File: src/sv/sstf_pkg.sv
`default_nettype none
// ---------------------------------------------------------------------------
// sstf_pkg
// shared sizes, codes and types of the nearest-seek request scheduler
// ---------------------------------------------------------------------------
package sstf_pkg;

    localparam int QUEUE_DEPTH = 32;
    localparam int SECTOR_BITS = 48;
    localparam int TAG_BITS    = 8;

    localparam int IDX_BITS    = $clog2(QUEUE_DEPTH);
    localparam int CNT_BITS    = $clog2(QUEUE_DEPTH + 1);
    localparam int SLOT_BITS   = SECTOR_BITS + TAG_BITS;

    localparam int CMDQ_DEPTH    = 2;
    localparam int CMDQ_PTR_BITS = $clog2(CMDQ_DEPTH);
    localparam int CMDQ_CNT_BITS = $clog2(CMDQ_DEPTH + 1);

    typedef enum logic [1:0] {
        FUNC_ADD      = 2'd0,
        FUNC_DISPATCH = 2'd1,
        FUNC_REMOVE   = 2'd2,
        FUNC_NOP      = 2'd3
    } func_t;

    typedef enum logic [1:0] {
        ST_OK       = 2'd0,
        ST_EMPTY    = 2'd1,
        ST_FULL     = 2'd2,
        ST_NOTFOUND = 2'd3
    } status_t;

    typedef enum logic [1:0] {
        BK_IDLE,
        BK_SCAN,
        BK_FINISH
    } back_state_t;

    typedef struct packed {
        func_t                  func;
        logic [SECTOR_BITS-1:0] sector;
        logic [TAG_BITS-1:0]    tag;
    } cmd_t;

endpackage
`default_nettype wire

File: src/sv/sstf_req_if.sv
`default_nettype none
// ---------------------------------------------------------------------------
// sstf_req_if
// request channel: command, sector and tag with valid/ready
// ---------------------------------------------------------------------------
interface sstf_req_if;

    logic                           valid;
    logic                           ready;
    logic [1:0]                     func;
    logic [sstf_pkg::SECTOR_BITS-1:0] sector;
    logic [sstf_pkg::TAG_BITS-1:0]    tag;

    modport source (output valid, output func, output sector, output tag, input ready);
    modport sink   (input valid, input func, input sector, input tag, output ready);

endinterface
`default_nettype wire

File: src/sv/sstf_rsp_if.sv
`default_nettype none
// ---------------------------------------------------------------------------
// sstf_rsp_if
// response channel: status, sector and tag with valid/ready
// ---------------------------------------------------------------------------
interface sstf_rsp_if;

    logic                             valid;
    logic                             ready;
    logic [1:0]                       status;
    logic [sstf_pkg::SECTOR_BITS-1:0] out_sector;
    logic [sstf_pkg::TAG_BITS-1:0]    out_tag;

    modport source (output valid, output status, output out_sector, output out_tag,
                    input ready);
    modport sink   (input valid, input status, input out_sector, input out_tag,
                    output ready);

endinterface
`default_nettype wire

File: src/sv/sstf_ram.sv
`default_nettype none
// ---------------------------------------------------------------------------
// sstf_ram
// generic single write port, single read port ram with registered read
// ---------------------------------------------------------------------------
module sstf_ram #(
    parameter int WIDTH = 8,
    parameter int DEPTH = 16
) (
    input  logic                     clk,
    input  logic                     we,
    input  logic [$clog2(DEPTH)-1:0] waddr,
    input  logic [WIDTH-1:0]         wdata,
    input  logic [$clog2(DEPTH)-1:0] raddr,
    output logic [WIDTH-1:0]         rdata
);

    logic [WIDTH-1:0] mem_reg [DEPTH];

    always_ff @(posedge clk)
    begin
        if (we)
        begin
            mem_reg[waddr] <= wdata;
        end
        rdata <= mem_reg[raddr];
    end

endmodule
`default_nettype wire

File: src/sv/sstf_front.sv
`default_nettype none
// ---------------------------------------------------------------------------
// sstf_front
// accepts requests, decodes the command and queues it for the scan engine
// ---------------------------------------------------------------------------
module sstf_front (
    input  logic           clk,
    input  logic           rst_n,
    sstf_req_if.sink       req,
    output logic           cmd_valid,
    input  logic           cmd_ready,
    output sstf_pkg::cmd_t cmd
);
    import sstf_pkg::*;

    cmd_t                     q_mem_reg [CMDQ_DEPTH];
    logic [CMDQ_PTR_BITS-1:0] wr_ptr_reg, wr_ptr_next;
    logic [CMDQ_PTR_BITS-1:0] rd_ptr_reg, rd_ptr_next;
    logic [CMDQ_CNT_BITS-1:0] count_reg, count_next;
    logic                     push, pop;
    cmd_t                     in_cmd;

    assign req.ready = (count_reg != CMDQ_CNT_BITS'(CMDQ_DEPTH));
    assign push      = req.valid && req.ready;
    assign cmd_valid = (count_reg != '0);
    assign pop       = cmd_valid && cmd_ready;
    assign cmd       = q_mem_reg[rd_ptr_reg];

    always_comb
    begin
        in_cmd.func   = func_t'(req.func);
        in_cmd.sector = req.sector;
        in_cmd.tag    = req.tag;
    end

    always_comb
    begin
        wr_ptr_next = wr_ptr_reg;
        rd_ptr_next = rd_ptr_reg;
        count_next  = count_reg;
        if (push)
        begin
            wr_ptr_next = (wr_ptr_reg == CMDQ_PTR_BITS'(CMDQ_DEPTH - 1)) ? '0
                        : wr_ptr_reg + 1'b1;
        end
        if (pop)
        begin
            rd_ptr_next = (rd_ptr_reg == CMDQ_PTR_BITS'(CMDQ_DEPTH - 1)) ? '0
                        : rd_ptr_reg + 1'b1;
        end
        if (push && !pop)
        begin
            count_next = count_reg + 1'b1;
        end
        else if (pop && !push)
        begin
            count_next = count_reg - 1'b1;
        end
    end

    always_ff @(posedge clk or negedge rst_n)
    begin
        if (!rst_n)
        begin
            wr_ptr_reg <= '0;
            rd_ptr_reg <= '0;
            count_reg  <= '0;
        end
        else
        begin
            wr_ptr_reg <= wr_ptr_next;
            rd_ptr_reg <= rd_ptr_next;
            count_reg  <= count_next;
        end
    end

    always_ff @(posedge clk)
    begin
        if (push)
        begin
            q_mem_reg[wr_ptr_reg] <= in_cmd;
        end
    end

endmodule
`default_nettype wire

File: src/sv/sstf_back.sv
`default_nettype none
// ---------------------------------------------------------------------------
// sstf_back
// scan engine: walks all slots once per add, remove or dispatch, picks the slot, commits
// ---------------------------------------------------------------------------
module sstf_back (
    input  logic           clk,
    input  logic           rst_n,
    input  logic           cmd_valid,
    output logic           cmd_ready,
    input  sstf_pkg::cmd_t cmd,
    sstf_rsp_if.source     rsp
);
    import sstf_pkg::*;

    back_state_t            state_reg, state_next;
    cmd_t                   cmd_reg, cmd_next;
    logic [SECTOR_BITS-1:0] head_reg, head_next;
    logic [QUEUE_DEPTH-1:0] valid_reg, valid_next;
    logic [CNT_BITS-1:0]    rd_cnt_reg, rd_cnt_next;

    logic                   p0_act_reg, p0_act_next;
    logic [IDX_BITS-1:0]    p0_idx_reg, p0_idx_next;
    logic                   p0_live_reg, p0_live_next;

    logic                   p1_act_reg, p1_act_next;
    logic [IDX_BITS-1:0]    p1_idx_reg, p1_idx_next;
    logic                   p1_live_reg, p1_live_next;
    logic [SECTOR_BITS-1:0] p1_dist_reg, p1_dist_next;
    logic [SECTOR_BITS-1:0] p1_sector_reg, p1_sector_next;
    logic [TAG_BITS-1:0]    p1_tag_reg, p1_tag_next;

    logic                   found_reg, found_next;
    logic [IDX_BITS-1:0]    best_idx_reg, best_idx_next;
    logic [SECTOR_BITS-1:0] best_dist_reg, best_dist_next;
    logic [SECTOR_BITS-1:0] best_sector_reg, best_sector_next;
    logic [TAG_BITS-1:0]    best_tag_reg, best_tag_next;

    logic                   out_valid_reg, out_valid_next;
    status_t                out_status_reg, out_status_next;
    logic [SECTOR_BITS-1:0] out_sector_reg, out_sector_next;
    logic [TAG_BITS-1:0]    out_tag_reg, out_tag_next;

    logic                   out_free;
    logic                   issue;
    logic                   commit;
    logic                   scan_done;
    logic                   better;
    logic                   take;
    logic                   ram_we;
    logic [SLOT_BITS-1:0]   ram_rdata;
    logic [SECTOR_BITS-1:0] rd_sector;
    logic [TAG_BITS-1:0]    rd_tag;

    sstf_ram #(
        .WIDTH (SLOT_BITS),
        .DEPTH (QUEUE_DEPTH)
    ) u_slot_ram (
        .clk   (clk),
        .we    (ram_we),
        .waddr (best_idx_reg),
        .wdata ({cmd_reg.sector, cmd_reg.tag}),
        .raddr (rd_cnt_reg[IDX_BITS-1:0]),
        .rdata (ram_rdata)
    );

    assign rd_sector = ram_rdata[SLOT_BITS-1:TAG_BITS];
    assign rd_tag    = ram_rdata[TAG_BITS-1:0];
    assign out_free  = !out_valid_reg || rsp.ready;
    assign scan_done = (rd_cnt_reg == CNT_BITS'(QUEUE_DEPTH)) && !p0_act_reg && !p1_act_reg;

    // next state
    always_comb
    begin
        state_next = state_reg;
        case (state_reg)
            BK_IDLE:
            begin
                if (cmd_valid)
                begin
                    state_next = (cmd.func == FUNC_NOP) ? BK_FINISH : BK_SCAN;
                end
            end
            BK_SCAN:
            begin
                if (scan_done)
                begin
                    state_next = BK_FINISH;
                end
            end
            BK_FINISH:
            begin
                if (out_free)
                begin
                    state_next = BK_IDLE;
                end
            end
            default:
            begin
                state_next = BK_IDLE;
            end
        endcase
    end

    // control outputs
    always_comb
    begin
        cmd_ready = 1'b0;
        issue     = 1'b0;
        commit    = 1'b0;
        case (state_reg)
            BK_IDLE:
            begin
                cmd_ready = 1'b1;
            end
            BK_SCAN:
            begin
                issue = (rd_cnt_reg != CNT_BITS'(QUEUE_DEPTH));
            end
            BK_FINISH:
            begin
                commit = out_free;
            end
            default:
            begin
                cmd_ready = 1'b0;
            end
        endcase
    end

    assign ram_we = commit && (cmd_reg.func == FUNC_ADD) && found_reg;

    // candidate selection
    always_comb
    begin
        better = !found_reg || (p1_dist_reg < best_dist_reg)
              || ((p1_dist_reg == best_dist_reg) && (p1_sector_reg < best_sector_reg));
        case (cmd_reg.func)
            FUNC_ADD:      take = !p1_live_reg && !found_reg;
            FUNC_REMOVE:   take = p1_live_reg && (p1_tag_reg == cmd_reg.tag) && !found_reg;
            FUNC_DISPATCH: take = p1_live_reg && better;
            default:       take = 1'b0;
        endcase
        take = take && p1_act_reg;
    end

    // datapath
    always_comb
    begin
        cmd_next         = cmd_reg;
        head_next        = head_reg;
        valid_next       = valid_reg;
        rd_cnt_next      = rd_cnt_reg;
        found_next       = found_reg;
        best_idx_next    = best_idx_reg;
        best_dist_next   = best_dist_reg;
        best_sector_next = best_sector_reg;
        best_tag_next    = best_tag_reg;
        out_valid_next   = out_valid_reg && !rsp.ready;
        out_status_next  = out_status_reg;
        out_sector_next  = out_sector_reg;
        out_tag_next     = out_tag_reg;

        p0_act_next      = issue;
        p0_idx_next      = rd_cnt_reg[IDX_BITS-1:0];
        p0_live_next     = valid_reg[rd_cnt_reg[IDX_BITS-1:0]];

        p1_act_next      = p0_act_reg;
        p1_idx_next      = p0_idx_reg;
        p1_live_next     = p0_live_reg;
        p1_sector_next   = rd_sector;
        p1_tag_next      = rd_tag;
        p1_dist_next     = (rd_sector >= head_reg) ? (rd_sector - head_reg)
                         : (head_reg - rd_sector);

        if (cmd_valid && cmd_ready)
        begin
            cmd_next    = cmd;
            rd_cnt_next = '0;
            found_next  = 1'b0;
        end

        if (issue)
        begin
            rd_cnt_next = rd_cnt_reg + 1'b1;
        end

        if (take)
        begin
            found_next       = 1'b1;
            best_idx_next    = p1_idx_reg;
            best_dist_next   = p1_dist_reg;
            best_sector_next = p1_sector_reg;
            best_tag_next    = p1_tag_reg;
        end

        if (commit)
        begin
            out_valid_next  = 1'b1;
            out_status_next = ST_OK;
            out_sector_next = '0;
            out_tag_next    = '0;
            case (cmd_reg.func)
                FUNC_ADD:
                begin
                    if (found_reg)
                    begin
                        valid_next[best_idx_reg] = 1'b1;
                    end
                    else
                    begin
                        out_status_next = ST_FULL;
                    end
                end
                FUNC_REMOVE:
                begin
                    if (found_reg)
                    begin
                        valid_next[best_idx_reg] = 1'b0;
                    end
                    else
                    begin
                        out_status_next = ST_NOTFOUND;
                    end
                end
                FUNC_DISPATCH:
                begin
                    if (found_reg)
                    begin
                        valid_next[best_idx_reg] = 1'b0;
                        head_next                = best_sector_reg;
                        out_sector_next          = best_sector_reg;
                        out_tag_next             = best_tag_reg;
                    end
                    else
                    begin
                        out_status_next = ST_EMPTY;
                    end
                end
                default:
                begin
                    out_status_next = ST_OK;
                end
            endcase
        end
    end

    always_ff @(posedge clk or negedge rst_n)
    begin
        if (!rst_n)
        begin
            state_reg     <= BK_IDLE;
            head_reg      <= '1;
            valid_reg     <= '0;
            rd_cnt_reg    <= '0;
            p0_act_reg    <= 1'b0;
            p1_act_reg    <= 1'b0;
            found_reg     <= 1'b0;
            out_valid_reg <= 1'b0;
        end
        else
        begin
            state_reg     <= state_next;
            head_reg      <= head_next;
            valid_reg     <= valid_next;
            rd_cnt_reg    <= rd_cnt_next;
            p0_act_reg    <= p0_act_next;
            p1_act_reg    <= p1_act_next;
            found_reg     <= found_next;
            out_valid_reg <= out_valid_next;
        end
    end

    always_ff @(posedge clk)
    begin
        cmd_reg         <= cmd_next;
        p0_idx_reg      <= p0_idx_next;
        p0_live_reg     <= p0_live_next;
        p1_idx_reg      <= p1_idx_next;
        p1_live_reg     <= p1_live_next;
        p1_dist_reg     <= p1_dist_next;
        p1_sector_reg   <= p1_sector_next;
        p1_tag_reg      <= p1_tag_next;
        best_idx_reg    <= best_idx_next;
        best_dist_reg   <= best_dist_next;
        best_sector_reg <= best_sector_next;
        best_tag_reg    <= best_tag_next;
        out_status_reg  <= out_status_next;
        out_sector_reg  <= out_sector_next;
        out_tag_reg     <= out_tag_next;
    end

    assign rsp.valid      = out_valid_reg;
    assign rsp.status     = out_status_reg;
    assign rsp.out_sector = out_sector_reg;
    assign rsp.out_tag    = out_tag_reg;

    // scan pipeline drains before the command is committed
    a_drain_before_finish: assert property (@(posedge clk) disable iff (!rst_n)
        (state_reg == BK_SCAN) && p1_act_reg |=> (state_reg == BK_SCAN))
        else $error("scan left with compare stage busy");

    a_idle_pipe_empty: assert property (@(posedge clk) disable iff (!rst_n)
        (state_reg == BK_IDLE) |-> !p0_act_reg && !p1_act_reg)
        else $error("scan pipeline busy while idle");

    a_dispatch_moves_head: assert property (@(posedge clk) disable iff (!rst_n)
        commit && (cmd_reg.func == FUNC_DISPATCH) && found_reg
        |=> (head_reg == $past(best_sector_reg)))
        else $error("head position not moved to dispatched sector");

    a_add_fills_slot: assert property (@(posedge clk) disable iff (!rst_n)
        commit && (cmd_reg.func == FUNC_ADD) && found_reg
        |=> ($countones(valid_reg) == $past($countones(valid_reg)) + 1))
        else $error("add did not occupy exactly one slot");

endmodule
`default_nettype wire

File: src/sv/sstf_request_scheduler.sv
`default_nettype none
// ---------------------------------------------------------------------------
// sstf_request_scheduler
// shortest seek time first disk request queue
// ---------------------------------------------------------------------------
// req carries one command per transfer: add (sector, tag), dispatch nearest,
// or remove by tag. rsp returns one transfer per command with status, and
// for a successful dispatch the sector and tag of the chosen request.
// commands enter a two-entry queue, then a scan engine walks every slot of
// the slot ram once, one slot per cycle, through a read / distance / compare
// pipeline, a pace set by the single read port of the slot ram. a nop skips
// the scan. reset empties all slots and sets the head position to all ones;
// slot contents are not cleared. when the receiver stalls, the result holds
// in the output register, the scan engine finishes one more command and
// waits, the queue takes two more, and req.ready then drops until the result
// is taken.
// ---------------------------------------------------------------------------
module sstf_request_scheduler (
    input  logic       clk,
    input  logic       rst_n,
    sstf_req_if.sink   req,
    sstf_rsp_if.source rsp
);
    import sstf_pkg::*;

    logic cmd_valid;
    logic cmd_ready;
    cmd_t cmd;

    sstf_front u_front (
        .clk       (clk),
        .rst_n     (rst_n),
        .req       (req),
        .cmd_valid (cmd_valid),
        .cmd_ready (cmd_ready),
        .cmd       (cmd)
    );

    sstf_back u_back (
        .clk       (clk),
        .rst_n     (rst_n),
        .cmd_valid (cmd_valid),
        .cmd_ready (cmd_ready),
        .cmd       (cmd),
        .rsp       (rsp)
    );

endmodule
`default_nettype wire
File: src/flat_wrapper.sv
// flat-port wrapper written by rule: the top's interface ports become plain ports
module sstf_request_scheduler_flat import sstf_pkg::*;
  (clk, rst_n, req_valid, req_func, req_sector, req_tag, req_ready, rsp_valid, rsp_status, rsp_out_sector, rsp_out_tag, rsp_ready);
  sstf_req_if req_i ();
  sstf_rsp_if rsp_i ();
  input  logic clk;
  input  logic rst_n;
  input wire logic [$bits(req_i.valid)-1:0] req_valid;
  input wire logic [$bits(req_i.func)-1:0] req_func;
  input wire logic [$bits(req_i.sector)-1:0] req_sector;
  input wire logic [$bits(req_i.tag)-1:0] req_tag;
  output wire logic [$bits(req_i.ready)-1:0] req_ready;
  output wire logic [$bits(rsp_i.valid)-1:0] rsp_valid;
  output wire logic [$bits(rsp_i.status)-1:0] rsp_status;
  output wire logic [$bits(rsp_i.out_sector)-1:0] rsp_out_sector;
  output wire logic [$bits(rsp_i.out_tag)-1:0] rsp_out_tag;
  input wire logic [$bits(rsp_i.ready)-1:0] rsp_ready;
  assign req_i.valid = req_valid;
  assign req_i.func = req_func;
  assign req_i.sector = req_sector;
  assign req_i.tag = req_tag;
  assign req_ready = req_i.ready;
  assign rsp_valid = rsp_i.valid;
  assign rsp_status = rsp_i.status;
  assign rsp_out_sector = rsp_i.out_sector;
  assign rsp_out_tag = rsp_i.out_tag;
  assign rsp_i.ready = rsp_ready;
  sstf_request_scheduler u_core (.clk(clk), .rst_n(rst_n), .req(req_i), .rsp(rsp_i));
endmodule
File: config.mk
export PLATFORM = sky130hd
export DESIGN_NAME = sstf_request_scheduler_flat
export DESIGN_NICKNAME = d
export VERILOG_FILES = /design/src/sv/sstf_pkg.sv /design/src/sv/sstf_req_if.sv /design/src/sv/sstf_rsp_if.sv /design/src/sv/sstf_ram.sv /design/src/sv/sstf_front.sv /design/src/sv/sstf_back.sv /design/src/sv/sstf_request_scheduler.sv /design/src/flat_wrapper.sv
export SDC_FILE = /design/constraint.sdc
export NUM_CORES = 2
export LEC_CHECK = 0
export ABC_AREA = 0
export ABC_CLOCK_PERIOD_IN_PS = 11000
export BUFFER_PORTS_ARGS = -buffer_cell sky130_fd_sc_hd__clkbuf_2
export CAP_MARGIN = 15
export CORE_MARGIN = 2
export CORE_UTILIZATION = 40
export CTS_CLUSTER_SIZE = 16
export DETAILED_ROUTE_END_ITERATION = 6
export PLACE_DENSITY_LB_ADDON = 0.12
export SETUP_SLACK_MARGIN = 0.4
export SYNTH_ARGS = -nofsm -noshare
export SYNTH_HDL_FRONTEND = slang
export SYNTH_SLANG_ARGS = --single-unit
export TNS_END_PERCENT = 30
File: constraint.sdc
create_clock -name clk -period 11 [get_ports clk]
set_clock_uncertainty 0.1 [all_clocks]
set_input_delay 2.2 -clock clk [delete_from_list [all_inputs] [get_ports clk]]
set_output_delay 2.2 -clock clk [all_outputs]
set_load 0.05 [all_outputs]
# Word-level counts from Yosys, hierarchy flattened
# Memories as Yosys holds them, arrays and structs flattened. A register that Yosys moved wholly into a read port is not among the register bits.
# Index checks and enable logic that the tools add are counted.
[word_totals]
ramBits = 1908
reg_bits = 437
input_bits = 62
mem_count = 2
[mem_list]
columns = ["memory", "words", "width", "read_ports", "rd_clocked_by_memory_dff", "wr", "line_no", "rtl"]
rows = [
  ["u_core.u_back.u_slot_ram.mem_reg", 32, 56, 1, 1, 1, "sstf_ram.sv:18", "logic [WIDTH-1:0] mem_reg [DEPTH];"],
  ["u_core.u_front.q_mem_reg", 2, 58, 1, 0, 1, "sstf_front.sv:16", "cmd_t q_mem_reg [CMDQ_DEPTH];"],
]
[classes]
n_reduce_logical = 39
order_cmp = 6
bitwise_logic = 3
muxes = 34
eq_ne = 15
addsub = 7
[ops]
columns = ["cell", "count"]
rows = [
  ["48-bit < comparator", 2],
  ["48-bit subtractor", 2],
  ["32-bit 2-to-1 mux", 2],
  ["32-bit one-hot mux with 2 select lines", 1],
  ["48-bit equality test", 1],
  ["48-bit greater-or-equal comparator", 1],
  ["48-bit 2-to-1 mux", 1],
  ["32-bit AND", 1],
  ["32-bit NOT", 1],
  ["32-bit OR", 1],
  ["1-bit logical AND", 16],
  ["2-bit 2-to-1 mux", 8],
  ["1-bit 2-to-1 mux", 15],
  ["5-bit by 6-bit < comparator with 1-bit output (second input constant)", 2],
  ["6-bit 2-to-1 mux", 2],
  ["2-bit one-hot mux with 3 select lines", 2],
  ["2-bit nonzero test", 5],
  ["8-bit equality test", 1],
  ["1-bit zero test", 8],
  ["2-bit != test (second input constant)", 4],
  ["6-bit by 1-bit adder with 6-bit output (second input constant)", 1],
  ["2-bit equality test (second input constant)", 3],
  ["6-bit equality test (second input constant)", 1],
  ["6-bit != test (second input constant)", 1],
  ["other kinds (15)", 22],
]

# Logic depth before layout (Yosys ltp)
[logic_depth]
word_depth = 8
ltp_mapped = 15

# Modules after synthesis
# A second synthesis with hierarchy kept.
[unflattened]
hier_cells = 6051
hier_area_um2 = 96377.4
[by_module_without_submodules]
columns = ["module", "area_per_inst_um2", "cells_each", "n_inst"]
rows = [
  ["sstf_ram", 70797.9, 3917, 1],
  ["sstf_back", 21154.0, 1935, 1],
  ["sstf_front", 4425.5, 199, 1],
]

# Least setup slack after synthesis
# OpenSTA, ideal clock, no wires.
[synth_timing]
path_kind = "register -> register"
start = "register u_core.u_back.cmd_reg[4] (netlist bit)"
end = "register u_core.u_back.best_dist_reg[0] (enable)"
stages_incl_launch_ff = 10
setup_slack_ns = 0.681
n_path_buf = 0
setup_time_ns = 0.727
arrival_ns = 9.492
required_time_ns = 10.173
cell_sequence = "edfxtp_1 -> xor2_1 -> nor4_1 -> nand3_1 -> a21oi_1 -> o21ai_0 -> and3b_1 -> o21ai_0 -> a21o_1 -> o21ai_0"
[synth_between]
elab_chain_cells = 5
[synth_rtl]
columns = ["element", "line_no", "rtl"]
rows = [
  ["start: declaration", "sstf_back.sv:17", "cmd_t cmd_reg, cmd_next;"],
  ["start signal: assignment", "sstf_back.sv:276", "cmd_reg <= cmd_next;"],
  ["8-bit equality test", "sstf_back.sv:140", "FUNC_REMOVE: take = p1_live_reg && (p1_tag_reg == cmd_reg.tag) && !found_reg;"],
  ["1-bit logical AND (2 in series)", "sstf_back.sv:140", ""],
  ["1-bit one-hot mux with 3 select lines", "sstf_back.sv:138", "case (cmd_reg.func)"],
  ["1-bit logical AND", "sstf_back.sv:144", "take = take && p1_act_reg;"],
  ["end signal: assignment", "sstf_back.sv:285", "best_dist_reg <= best_dist_next;"],
  ["end: declaration", "sstf_back.sv:35", "logic [SECTOR_BITS-1:0] best_dist_reg, best_dist_next;"],
]
# Every way passes these cells.
# A chain may end at the register's enable or synchronous reset.

# Worst setup path after layout
[layout_timing]
start = "input port rsp_ready"
end = "memory u_core.u_back.u_slot_ram.mem_reg[11][13] (netlist bit) (enable)"
[layout_between]
elab_chain_cells = 6
[layout_rtl]
columns = ["element", "line_no", "rtl"]
rows = [
  ["start: declaration", "flat_wrapper.sv:17", "input wire logic [$bits(rsp_i.ready)-1:0] rsp_ready;"],
  ["1-bit logical OR", "sstf_back.sv:69", "assign out_free = !out_valid_reg || rsp.ready;"],
  ["1-bit 2-to-1 mux", "sstf_back.sv:111", "case (state_reg)"],
  ["named net u_core.u_back.commit", "sstf_back.sv:46", "logic commit;"],
  ["1-bit logical AND (2 in series)", "sstf_back.sv:131", "assign ram_we = commit && (cmd_reg.func == FUNC_ADD) && found_reg;"],
  ["1-bit 2-to-1 mux", "sstf_ram.sv:22", "if (we)"],
  ["1-bit 2-to-1 mux (implied by the code)", "sstf_ram.sv:24", "mem_reg[waddr] <= wdata;"],
  ["end: declaration", "sstf_ram.sv:18", ""],
]
# The timed path passes the listed nets, and every way through them passes these cells.

==> metrics.md <==
| Metric | Value |
|---|---|
| End of the worst hold path | `u_core.u_back.p1_tag_reg[5]` |
| Worst EP arrival | `roughly 5.6 ns` |
| Port buffer count | `121` |
| Largest net degree at the start of global routing | `112` |
| P&R area growth vs syn | `14.23%` |
| Setup violations, final | `0` |
| # nets final | `5,382` |
| Fill cell count | `19,959` |
| Reg power frac | `roughly 41%` |
| Unique cell type count in the Yosys netlist | `between 80 and 90` |
| Cells after synthesis | `4,829` |
| Fin crit period | `around 5 ns` |
| Post-Route Utilization | `45.99%` |
| Initial antenna violation count | `19` |
| Starting DRT DRC Count | `around 4,300` |
| Clock Power Share | `28.5%` |
| Multi-input gate area | `0.02338 mm2` |
| Post-CTS setup repair buffer count | `0` |
| IO Count | `122` |
| P_int | `~20 mW` |
| CTS sink cnt | `about 2,400` |
| Via density per instance | `5.507` |
| CTS clk-pin slew, worst paths | `0.05 ns` |
| Number of global-route vias before repair | `47,486` |
| Net Switching | `10.23 mW` |
| Sequential area share after synthesis | `between 70% and 80%` |
| Fraction of layout cells with a size suffix above 1 | `26.49%` |
| Worst Hold Depth | `0` |
| Reg-to-Reg Start | `u_core.u_back.head_reg[5]` |
| Max FFs per register | `1,792` |
| Non-Filler Instances | `8,464` |
| Hold Path Origin | `u_core.u_back.u_slot_ram.rdata[5]` |
| Max_cap viols | `0` |
| Finished Cell Area | `0.1084 mm2` |
| Core ar. | `0.2356 mm2` |
| Post-route setup TNS | `0 ns` |
| DR WL/cell | `29.32 um` |
| Hold buffers post-CTS | `0` |
| Peak VDD IR | `0.1715 mV` |
| Die H | `491.0 um` |
| Leakage power total | `36.08 nW` |
| CP startpoint kind | `input port` |
| GRT Overall Usage | `approximately 20%` |
| First-pass GRT wire length | `about 350,000 um` |
| RSZ-0062 raised after global routing | `no` |
| FF+latch area | `0.06998 mm2` |
| Relative slew slack | `21.79%` |
| Residual DRC | `0` |
| Crit path kind | `input port to register` |
| Dpl hpwl | `153,200 um` |
| Synth warn | `0` |
| Post-Syn Nets | `5,090` |
| Post-CTS resize count | `0` |
| Post-synth EDFFs | `2,133` |
| Hold Vio Cnt, Final | `0` |
| Combinational Power Share | `around 31%` |
| Rows | `178` |
| Fmax achieved | `0.1950 GHz` |
| Die footprint | `0.2411 mm2` |
| Worst endpoint required time | `11.42 ns` |
| Pwr Density | `284.1 mW/mm2` |
| Clock root buffer | `clkbuf_16` |
| DRT Wirelength | `~250,000 um` |
| Final Max Slew Viols | `0` |
| Drt first pass iters | `6` |
| Clock Latency Late Sink | `0.93 ns` |
| Hold crit path type | `register to register` |
| Synthesized flop and latch total | `2,401` |
| Crit path max fanout | `29` |
| Via count | `46,611` |
| GRT overflow | `0` |
| Clock H-tree levels | `5` |
| Worst reg2reg path endpoint | `u_core.u_back.p1_dist_reg[40]` |
| Final period utilization | `46.63%` |
| Routability cong. | `0.8941` |
| Post-route ant nets | `0` |
| Switching share of power | `33.23%` |
| Crit path capture type | `register` |
| Syn Area/Cell | `19.65 um2` |
| Die width | `491.0 um` |
| CTS buffer count | `277` |
| TritonCTS clock tree | `yes` |
| Share of flip-flops with an asynchronous set or reset | `3.998%` |
| Register-to-register setup slack | `6.05 ns` |
| Clk buf depth | `4` |
| Starting Density | `between 40% and 50%` |
| Status | `complete, no violations` |
| DP Cell Count | `7,991` |
| Placed instance area | `0.09979 mm2` |
| Worst slew pin tran | `between 1 and 1.5 ns` |
| Mapped Area | `around 0.095 mm2` |
| R2R cell count | `12` |
| Most used DFF post-synth | `edfxtp_1` |
critical path, cell delays in order:
cell and delay (ns):
clkbuf_2 0.08, nor2b_1 0.08, nor2_4 0.20, and3_1 0.36
nand3_1 0.78, nor2_4 1.17, buf_4 0.61
cell type report:
cell class / count / share of cell area [%]
Multi-Input combinational cell: 1974 / 21.58
Clock inverter: 111 / 0.8925
Inverter: 220 / 0.7643
Clock buffer: 358 / 6.994
Timing Repair Buffer: 247 / 1.554
Sequential cell: 2401 / 64.58
Antenna cell: 3 / 0.006927
Tap cell: 3150 / 3.637
cells in the final DEF, fill, tap and decap left out, types with 9 or more instances in the layout:
| cell | count |
|---|---|
| o211ai_1 | 16 |
| dfstp_2 | 48 |
| a21o_1 | 62 |
| nand2b_1 | 9 |
| clkbuf_1 | 59 |
| a211oi_1 | 13 |
| nor2_1 | 75 |
| a21oi_1 | 147 |
| mux2i_1 | 18 |
| nor3_1 | 16 |
| mux2_2 | 115 |
| clkbuf_16 | 288 |
| buf_4 | 119 |
| clkinv_1 | 50 |
| a31oi_1 | 9 |
| nor2_4 | 34 |
| ha_1 | 196 |
| xnor2_1 | 33 |
| nand4_1 | 46 |
| nor2b_1 | 14 |
| bufinv_16 | 17 |
| dfxtp_1 | 172 |
| clkbuf_8 | 11 |
| mux4_2 | 570 |
| clkinv_2 | 31 |
| o21a_1 | 9 |
| edfxtp_1 | 2133 |
| and3_1 | 65 |
| inv_1 | 219 |
| nand3_1 | 21 |
| o31ai_1 | 46 |
| dfrtp_1 | 41 |
| clkbuf_2 | 120 |
| xor2_1 | 25 |
| o21bai_1 | 23 |
| o21ai_0 | 168 |
| nand2_1 | 131 |
per-stage QoR:
step | hold slack (ns) | total power [mW] | setup slack, ns
finish | 0.1847 | 30.78 | 5.871
CTS | 0.1843 | 31.13 | 5.871
global placement | 0.2100 | 22.20 | 4.906
floorplan | 0.2096 | 18.62 | 0.6808
detailed placement | 0.2121 | 22.30 | 4.890
global route | 0.2020 | 32.15 | 5.761
Yosys cell counts (all sizes together), types with 4 or more instances:
cell,number,area (um2)
a211o,7,61.31
a211oi,14,110.1
a21o,62,465.5
a21oi,149,753.2
a31oi,9,56.30
and2,4,25.02
and3,67,419.2
buf,93,460.4
clkbuf,141,529.3
dfrtp,48,1201
dfstp,48,1261
dfxtp,172,3443
edfxtp,2133,64050
ha,197,2465
inv,220,825.8
mux2,115,1295
mux2i,18,180.2
mux4,570,12840
nand2,131,491.7
nand2b,9,56.30
nand3,21,105.1
nand3b,5,37.54
nand4,50,364.1
nor2,109,409.1
nor2b,14,87.58
nor3,19,116.4
nor4,6,43.79
nor4b,4,35.03
o211ai,16,120.1
o21a,9,67.56
o21ai,176,880.8
o21bai,23,172.7
o221ai,5,43.79
o22ai,5,31.28
o31ai,46,345.3
or2,4,25.03
or3,6,37.54
xnor2,33,289.0
xor2,25,219.0
layer usage:
metal / GRT usage (%) / up-vias / share of wire, %
met4: 5.692 / 2 / 2.7
met1: 29.23 / 24776 / 45
met3: 2.709 / 370 / 4.7
li1: - / 20120 / -
met2: 32.97 / 1343 / 48
met5: 0 / - / 0.0052
cell families (layout without fill, tap and decap cells):
logic type	after synthesis	in the layout	share of synthesized area [%]
other	0	3	0
and+or+nand+nor	454	454	2.419
xor gates and xnor gates	58	58	0.5355
buffers and inverters	454	936	1.914
muxes	703	703	15.09
AOI/OAI and AO/OA	560	560	3.665
adders and majority gates	199	199	2.640
DFF	2401	2401	73.74
power by group through the flow:
stage	combinational [mW]	sequential [mW]	clock (mW)
6_report	9.42	12.6	8.77
5_1_grt	10.1	12.7	9.32
4_1_cts	9.53	12.6	8.98
3_5_place_dp	9.49	12.8	0
3_3_place_gp	9.39	12.8	0
2_1_floorplan	5.60	13.0	0
worst max path at each step:
stage | from | endpoint | slack, ns | cells past startpoint
after floorplan | u_core.u_back.cmd_reg[4] | u_core.u_back.best_dist_reg[0] | 0.68 | 9
after global placement | rsp_ready | u_core.u_back.u_slot_ram.mem_reg[11][6] | 4.91 | 7
after detailed placement | rsp_ready | u_core.u_back.u_slot_ram.mem_reg[11][12] | 4.89 | 7
after CTS | rsp_ready | u_core.u_back.u_slot_ram.mem_reg[11][17] | 5.87 | 7
after global routing | rsp_ready | u_core.u_back.u_slot_ram.mem_reg[11][13] | 5.76 | 7
final | rsp_ready | u_core.u_back.u_slot_ram.mem_reg[11][13] | 5.87 | 7
Note: power is estimated with default switching activity, not from simulation.
